$ cat src/sv/assert_macros.svh
// Assertion macros shared by the RTL of the divider pair search unit.
// Depends on nothing; included by files that carry concurrent checks.
`ifndef ASSERT_MACROS_SVH
`define ASSERT_MACROS_SVH

// clocked check with reset disable
`define ASSERT_CLK(label, clk, rst, prop, msg) \
   label: assert property (@(posedge clk) disable iff (rst) prop) else $error(msg);

// clocked check that also runs during reset
`define ASSERT_ALWAYS(label, clk, prop, msg) \
   label: assert property (@(posedge clk) prop) else $error(msg);

`endif

$ cat src/sv/tdps_pkg.sv
// Types and constants of the timer divider pair search unit.
// Depends on nothing; imported by timer_divider_pair_search_unit.
package tdps_pkg;

   localparam int unsigned DIVIDEND_W = 32;
   localparam int unsigned DIVISOR_W  = 33;
   localparam int unsigned STEP_W     = 5;
   localparam logic [STEP_W-1:0] STEP_LAST = STEP_W'(DIVIDEND_W - 1);
   localparam logic [31:0] SYS_CLK_RESET = 32'd200000000;

   typedef enum logic [6:0] {
      S_IDLE = 7'b0000001,
      S_DIV1 = 7'b0000010,
      S_DIV2 = 7'b0000100,
      S_CHK  = 7'b0001000,
      S_DIV3 = 7'b0010000,
      S_CMP  = 7'b0100000,
      S_OUT  = 7'b1000000
   } state_type;

endpackage

$ cat src/sv/timer_divider_pair_search_unit.sv
// Timer divider pair search: scans prescalers with one shared serial divider.
// Depends on tdps_pkg and assert_macros.svh.
//
// A word on req_ carries a target frequency; the unit scans prescalers p from 0
// to COUNT_MAX and returns the first prescaler/period pair with the smallest
// frequency error, stopping early on an exact match or once the period drops
// to 0. Each prescaler visited costs two restoring divisions plus the check step
// when its period is 0 or out of range, and three restoring divisions on the one
// shared divider plus check and compare steps otherwise; a target of 0 goes
// straight to the output step. req_stall stays high during the scan; the result
// sits in an output register, so the next word is taken while an earlier result
// still waits on rsp_stall.
// csr_wr_en writes sys_clk_hz and may only be used while the unit is idle.
`include "assert_macros.svh"

module timer_divider_pair_search_unit
   import tdps_pkg::*;
#(
   parameter longint unsigned COUNT_MAX = 65535
) (
   input  logic        clock,
   input  logic        reset,
   input  logic        csr_wr_en,
   input  logic [31:0] csr_wr_data,
   input  logic        req_valid,
   output logic        req_stall,
   input  logic [31:0] req_target_hz,
   output logic        rsp_valid,
   input  logic        rsp_stall,
   output logic [15:0] rsp_best_prescaler,
   output logic [15:0] rsp_best_period,
   output logic        rsp_found
);

   localparam longint unsigned LIMIT = COUNT_MAX;
   localparam int unsigned PS_W = $clog2(LIMIT + 64'd1);
   localparam logic [PS_W-1:0] PS_LAST = PS_W'(LIMIT);
   localparam logic [DIVIDEND_W:0] LIMIT_N = (DIVIDEND_W + 1)'(LIMIT);

   state_type              state_ff, state_in;
   logic [31:0]            sys_clk_ff, sys_clk_in;
   logic [31:0]            target_ff, target_in;
   logic [PS_W-1:0]        p_ff, p_in;
   logic [STEP_W-1:0]      cnt_ff, cnt_in;
   logic [DIVISOR_W-1:0]   rem_ff, rem_in;
   logic [DIVIDEND_W-1:0]  quo_ff, quo_in;
   logic [31:0]            clk_ff, clk_in;
   logic [31:0]            n_ff, n_in;
   logic [31:0]            act_ff, act_in;
   logic [31:0]            best_err_ff, best_err_in;
   logic [PS_W-1:0]        best_p_ff, best_p_in;
   logic [31:0]            best_n_ff, best_n_in;
   logic                   have_ff, have_in;
   logic                   rsp_valid_ff, rsp_valid_in;
   logic [15:0]            rsp_p_ff, rsp_p_in;
   logic [15:0]            rsp_n_ff, rsp_n_in;
   logic                   rsp_found_ff, rsp_found_in;

   logic [DIVISOR_W-1:0]   dvs;
   logic [DIVISOR_W:0]     trial;
   logic [DIVISOR_W:0]     diff;
   logic                   ge;
   logic [DIVISOR_W-1:0]   step_rem;
   logic [DIVIDEND_W-1:0]  step_quo;
   logic                   step_last;
   logic [31:0]            err;
   logic                   better;
   logic                   req_take;
   logic                   out_free;
   logic                   in_div;

   assign req_take = req_valid && !req_stall;
   assign out_free = !rsp_valid_ff || !rsp_stall;
   assign in_div   = (state_ff == S_DIV1) || (state_ff == S_DIV2) || (state_ff == S_DIV3);

   // shared restoring divider: divisor select and one quotient bit per cycle
   always_comb begin
      unique case (state_ff)
         S_DIV1:  dvs = DIVISOR_W'(p_ff) + DIVISOR_W'(1);
         S_DIV2:  dvs = DIVISOR_W'(target_ff);
         S_DIV3:  dvs = DIVISOR_W'(n_ff);
         default: dvs = DIVISOR_W'(1);
      endcase
   end

   assign trial     = {rem_ff, quo_ff[DIVIDEND_W-1]};
   assign diff      = trial - {1'b0, dvs};
   assign ge        = trial >= {1'b0, dvs};
   assign step_rem  = ge ? diff[DIVISOR_W-1:0] : trial[DIVISOR_W-1:0];
   assign step_quo  = {quo_ff[DIVIDEND_W-2:0], ge};
   assign step_last = cnt_ff == STEP_LAST;

   assign err    = (act_ff > target_ff) ? (act_ff - target_ff) : (target_ff - act_ff);
   assign better = !have_ff || (err < best_err_ff);

   always_comb begin
      state_in     = state_ff;
      sys_clk_in   = csr_wr_en ? csr_wr_data : sys_clk_ff;
      target_in    = target_ff;
      p_in         = p_ff;
      cnt_in       = cnt_ff;
      rem_in       = rem_ff;
      quo_in       = quo_ff;
      clk_in       = clk_ff;
      n_in         = n_ff;
      act_in       = act_ff;
      best_err_in  = best_err_ff;
      best_p_in    = best_p_ff;
      best_n_in    = best_n_ff;
      have_in      = have_ff;
      rsp_valid_in = rsp_valid_ff && rsp_stall;
      rsp_p_in     = rsp_p_ff;
      rsp_n_in     = rsp_n_ff;
      rsp_found_in = rsp_found_ff;

      unique case (state_ff)
         S_IDLE: begin
            if (req_take) begin
               target_in = req_target_hz;
               p_in      = '0;
               have_in   = 1'b0;
               best_p_in = '0;
               best_n_in = '0;
               best_err_in = '0;
               rem_in    = '0;
               cnt_in    = '0;
               quo_in    = sys_clk_ff;
               state_in  = (req_target_hz == 32'd0) ? S_OUT : S_DIV1;
            end
         end
         S_DIV1, S_DIV2, S_DIV3: begin
            rem_in = step_rem;
            quo_in = step_quo;
            cnt_in = cnt_ff + STEP_W'(1);
            if (step_last) begin
               cnt_in = '0;
               rem_in = '0;
               unique case (state_ff)
                  S_DIV1: begin
                     clk_in   = step_quo;
                     state_in = S_DIV2;
                  end
                  S_DIV2: begin
                     n_in     = step_quo;
                     state_in = S_CHK;
                  end
                  default: begin
                     act_in   = step_quo;
                     state_in = S_CMP;
                  end
               endcase
            end
         end
         S_CHK: begin
            quo_in = clk_ff;
            if (n_ff == 32'd0) begin
               state_in = S_OUT;
            end else if ({1'b0, n_ff} > LIMIT_N) begin
               quo_in = sys_clk_ff;
               if (p_ff == PS_LAST) begin
                  state_in = S_OUT;
               end else begin
                  p_in     = p_ff + PS_W'(1);
                  state_in = S_DIV1;
               end
            end else begin
               state_in = S_DIV3;
            end
         end
         S_CMP: begin
            quo_in = sys_clk_ff;
            if (better) begin
               have_in     = 1'b1;
               best_err_in = err;
               best_p_in   = p_ff;
               best_n_in   = n_ff;
            end
            if ((better && err == 32'd0) || p_ff == PS_LAST) begin
               state_in = S_OUT;
            end else begin
               p_in     = p_ff + PS_W'(1);
               state_in = S_DIV1;
            end
         end
         S_OUT: begin
            if (out_free) begin
               rsp_valid_in = 1'b1;
               rsp_p_in     = 16'(best_p_ff);
               rsp_n_in     = 16'(best_n_ff);
               rsp_found_in = have_ff;
               state_in     = S_IDLE;
            end
         end
         default: begin
            state_in = S_IDLE;
         end
      endcase
   end

   always_ff @(posedge clock) begin
      if (reset) begin
         state_ff     <= S_IDLE;
         sys_clk_ff   <= SYS_CLK_RESET;
         cnt_ff       <= '0;
         rsp_valid_ff <= 1'b0;
      end else begin
         state_ff     <= state_in;
         sys_clk_ff   <= sys_clk_in;
         cnt_ff       <= cnt_in;
         rsp_valid_ff <= rsp_valid_in;
      end
   end

   always_ff @(posedge clock) begin
      target_ff    <= target_in;
      p_ff         <= p_in;
      rem_ff       <= rem_in;
      quo_ff       <= quo_in;
      clk_ff       <= clk_in;
      n_ff         <= n_in;
      act_ff       <= act_in;
      best_err_ff  <= best_err_in;
      best_p_ff    <= best_p_in;
      best_n_ff    <= best_n_in;
      have_ff      <= have_in;
      rsp_p_ff     <= rsp_p_in;
      rsp_n_ff     <= rsp_n_in;
      rsp_found_ff <= rsp_found_in;
   end

   assign req_stall          = state_ff != S_IDLE;
   assign rsp_valid          = rsp_valid_ff;
   assign rsp_best_prescaler = rsp_p_ff;
   assign rsp_best_period    = rsp_n_ff;
   assign rsp_found          = rsp_found_ff;

   `ASSERT_CLK(a_cnt_idle, clock, reset, !in_div |-> cnt_ff == '0, "divider step count left nonzero")
   `ASSERT_CLK(a_take_busy, clock, reset, req_take |=> state_ff != S_IDLE, "search did not start")
   `ASSERT_CLK(a_rsp_src, clock, reset, $rose(rsp_valid_ff) |-> $past(state_ff == S_OUT), "result outside output step")

endmodule
$ cat config.mk
export PLATFORM = sky130hd
export DESIGN_NAME = timer_divider_pair_search_unit
export DESIGN_NICKNAME = d
export VERILOG_FILES = /design/src/sv/tdps_pkg.sv /design/src/sv/timer_divider_pair_search_unit.sv
export VERILOG_INCLUDE_DIRS = /design/src /design/src/sv
export SDC_FILE = /design/constraint.sdc
export NUM_CORES = 1
export LEC_CHECK = 0
export BUFFER_PORTS_ARGS = -buffer_cell sky130_fd_sc_hd__buf_2
export CAP_MARGIN = 5
export CORE_ASPECT_RATIO = 0.75
export CORE_MARGIN = 1
export CORE_UTILIZATION = 25
export DETAILED_ROUTE_END_ITERATION = 16
export PLACE_DENSITY = 0.44
export SETUP_SLACK_MARGIN = 0.1
export SLEW_MARGIN = 10
export SYNTH_ARGS = -nofsm -noshare
export SYNTH_HDL_FRONTEND = slang
export SYNTH_SLANG_ARGS = --single-unit
$ cat constraint.sdc
create_clock -name clock -period 6.37 [get_ports clock]
set_input_delay 0.3185 -clock clock [delete_from_list [all_inputs] [get_ports clock]]
set_output_delay 0.3185 -clock clock [all_outputs]
set_load 0.05 [all_outputs]
==> run metrics <==
outcome complete, no violations; H-tree depth reported by CTS 2; post-synthesis async set-or-reset flop share 0; Final Setup Violations 0; top cell type by total area after synthesis edfxtp_1; number of iterations in the first detailed-routing pass 7; data required time of the critical path 6.69 ns; crit path max fanout 16; maximum number of pins on one net before global-route repair 56; sequential fraction of design power 0.394; final wirelength 60,300 um; fraction of power spent switching nets 0.357; cell count of the worst reg-to-reg path 26; count of filler cells inserted in the layout 7,987; power density over the cells 364 nW/um^2; Die Span Y 244 um; Critical Path AT 6.26 ns; hold violation count in the final report 0; area share of the largest cell type after synthesis 0.472; global-route wire length before repair 90,400 um; crit path capture type register; Largest delay share family, worst path compound AO/OA/AOI/OAI gates; via count 14,500; Synthesis Warnings 0; cell internal pwr 5.51 mW; global route overflow 0; antenna violations before repair 2; vias per inst 4.76; post-route DRC violation count 0; Final nets 2,187; largest cells by area after synthesis edfxtp_1, ha_1, dfxtp_1; Hold WC Path Type primary input to register; Initial Util 0.253; Post-synth EDFFs 307; number of top-level design ports 104; highest clock frequency the design can meet 168 MHz; clk root buf clkbuf_16; maximum buffer depth of the clock tree 3; peak ir drop on the vdd network 0.185 mV; fraction of power consumed by combinational cells 0.341; count of inserted antenna diode cells 0; largest incremental delay on the critical path 0.44 ns; worst clock skew on the final layout 0.0291 ns; number of synthesized register bits 352; dominant combinational cell family by area after synthesis compound AO/OA/AOI/OAI gates; Top FF cell, synth edfxtp_1; number of distinct standard cells referenced by the synthesized netlist 82; max-slew violation total from the final report 0; Synth Instances 1,790; most instantiated cells after synthesis edfxtp_1, nand2_1, nor2_1; Critical R2R Launch target_ff[29]; Total Routing Usage GR 0.149; library cell with the highest instance count after synthesis edfxtp_1; Hold Path Cell Cnt 3; Placer Congestion 0.871; post-route total power 8.57 mW; share of the clock period used by the worst path 0.933; setup slack of the most critical reg-to-reg path 0.43 ns; post-layout minimum cycle time 5.94 ns; CTS tree done; CP Depth 26; number of buffer and inverter instances along the worst setup path 5; multiplexer fraction of the synthesized cell area 0.0375; critical hold path startpoint csr_wr_data[20]; Avg Synthesized Cell Area 10.9 sq um; fraction of the mapped netlist area in adder cells 0.0857; wire length per cell 19.8 um; Slew @ Worst Pin 1.08 ns; standard cell core area 77,100 sq um; Clock Sinks 352; post-synthesis xor/xnor area fraction 0.0390; simple-gate area share of the yosys netlist 0.126; post-detail-place hpwl 46,200 um; Port Buf Inserts 103; clock latency at the later pin of the worst-skew pair 0.57 ns; Leak Pwr 9.41 nW; Relative slew margins 0.280; crit path kind register to register; sequential share of the synthesized area 0.518; worst-case hold path end point sys_clk_ff[20]; RSZ-0062 raised after global routing false; Post-DRT Antenna Nets 0; number of max-capacitance violations reported 0; nets in the synthesized netlist 1,991; part of the power in the clock network 0.265; aggregate negative setup slack 0 ns; TritonCTS buffer count 38; CTS clk-pin slew, worst paths 0.06 ns; destination of the worst register-to-register timing path p_ff[10]; area added between synthesis and finish 20.5%; Starting DRT DRC Count 1,223; count of standard-cell rows 88; switching power 3.06 mW; ratio of cells with drive above 1 in the final layout 0.143; Die W 325 um; Worst Setup Start Kind register; die area 79,200 sq um; vias in the first global route 14,100; cell with the largest stage delay on the worst path edfxtp_1; complex-gate fraction of the synthesized area 0.150; post-synthesis instance area 19,500 sq um
==> worst min-delay path, stage by stage <==
cell and delay (ns):
buf_2 0.07, mux2i_1 0.06, nor2_1 0.08
==> layout by cell type, fill, tap and decap left out, drive strengths merged, types with 10 or more instances in the layout <==
cell type	count
edfxtp	307
buf	181
nand2	146
nor2	146
inv	139
ha	129
a21oi	103
o21ai	72
mux2i	66
and2	62
xnor2	53
a22oi	52
clkbuf	51
dlygate4sd3	50
dfxtp	45
a21o	40
xor2	33
nand4	25
nor4	25
nand3	22
o21a	20
a21boi	18
and3	16
a211oi	15
nor3	14
o21bai	14
o211ai	12
nor2b	11
a222oi	11
a31oi	10
a221oi	10
==> final cells by class <==
cell class,instances,area (sq um),area share
inverter,135,507,0.0215
sequential,352,10100,0.430
timing repair buffer,231,1660,0.0707
clock buffer,51,1010,0.0429
clock inverter,19,229,0.00973
tap,1035,1290,0.0550
multi-input combinational,1228,8710,0.370
==> cell families (layout without fill, tap and decap cells) <==
logic type | Yosys count | after routing
flops | 352 | 352
compound gates | 428 | 428
buf+inv | 210 | 436
simple gates | 510 | 510
mux | 72 | 72
fa+ha+maj | 132 | 132
xor+xnor | 86 | 86
==> how the worst max path moves through the flow <==
| stage | from | end | slack, ns |
|---|---|---|---|
| after floorplan | act_ff[0] | best_err_ff[0] | 0.13 |
| after global placement | target_ff[21] | p_ff[9] | 0.28 |
| final | target_ff[29] | p_ff[10] | 0.43 |
| after global routing | act_ff[0] | p_ff[10] | 0.09 |
| after detailed placement | act_ff[0] | p_ff[2] | 0.13 |
| after CTS | target_ff[3] | p_ff[10] | 0.14 |
==> state kept, by name (all words and copies together) (netlist names), 32 cells and up <==
| register | cells |
|---|---|
| clk_ff | 32 |
| target_ff | 32 |
| act_ff | 32 |
| sys_clk_ff | 32 |
| quo_ff | 32 |
| n_ff | 32 |
| rem_ff | 33 |
| best_err_ff | 32 |
==> power by group through the flow <==
stage	Combinational [mW]	Clock, mW	Sequential, mW
final	2.92	2.27	3.38
after global routing	3.26	2.41	3.41
after CTS	2.90	2.33	3.37
after detailed placement	2.86	0	3.41
after global placement	2.86	0	3.40
after floorplan	2.04	0	3.22
==> layer usage <==
layer,global-route usage,part of all wire
met3,0.0442,0.085
met1,0.230,0.52
met4,0.0305,0.018
met2,0.201,0.38
met5,0,0.00012
==> stage by stage <==
| stage | area (sq um) | setup WS (ns) | utilization | hold WS, ns | std cells |
|---|---|---|---|---|---|
| floorplan | 19500 | 0.131 | - | 0.400 | 1790 |
| global placement | 21700 | 0.279 | 0.281 | 0.406 | 2927 |
| detailed placement | 21700 | 0.126 | 0.281 | 0.405 | 2927 |
| CTS | 23400 | 0.142 | 0.304 | 0.000764 | 3047 |
| global route | 23500 | 0.0854 | 0.305 | 0.0261 | 3051 |
| finish | 23500 | 0.425 | 0.305 | 0.0214 | 3051 |
==> timing repair <==
action | in CTS | in global routing
hold endpoints to repair | 50 | 0
gates resized for setup | 2 | 23
pin swaps | 0 | 3
endpoints found under the setup margin | 16 | 18
setup buffers | 0 | 4
hold buffers | 50 | 0
Note: power is estimated with default switching activity, not from simulation.
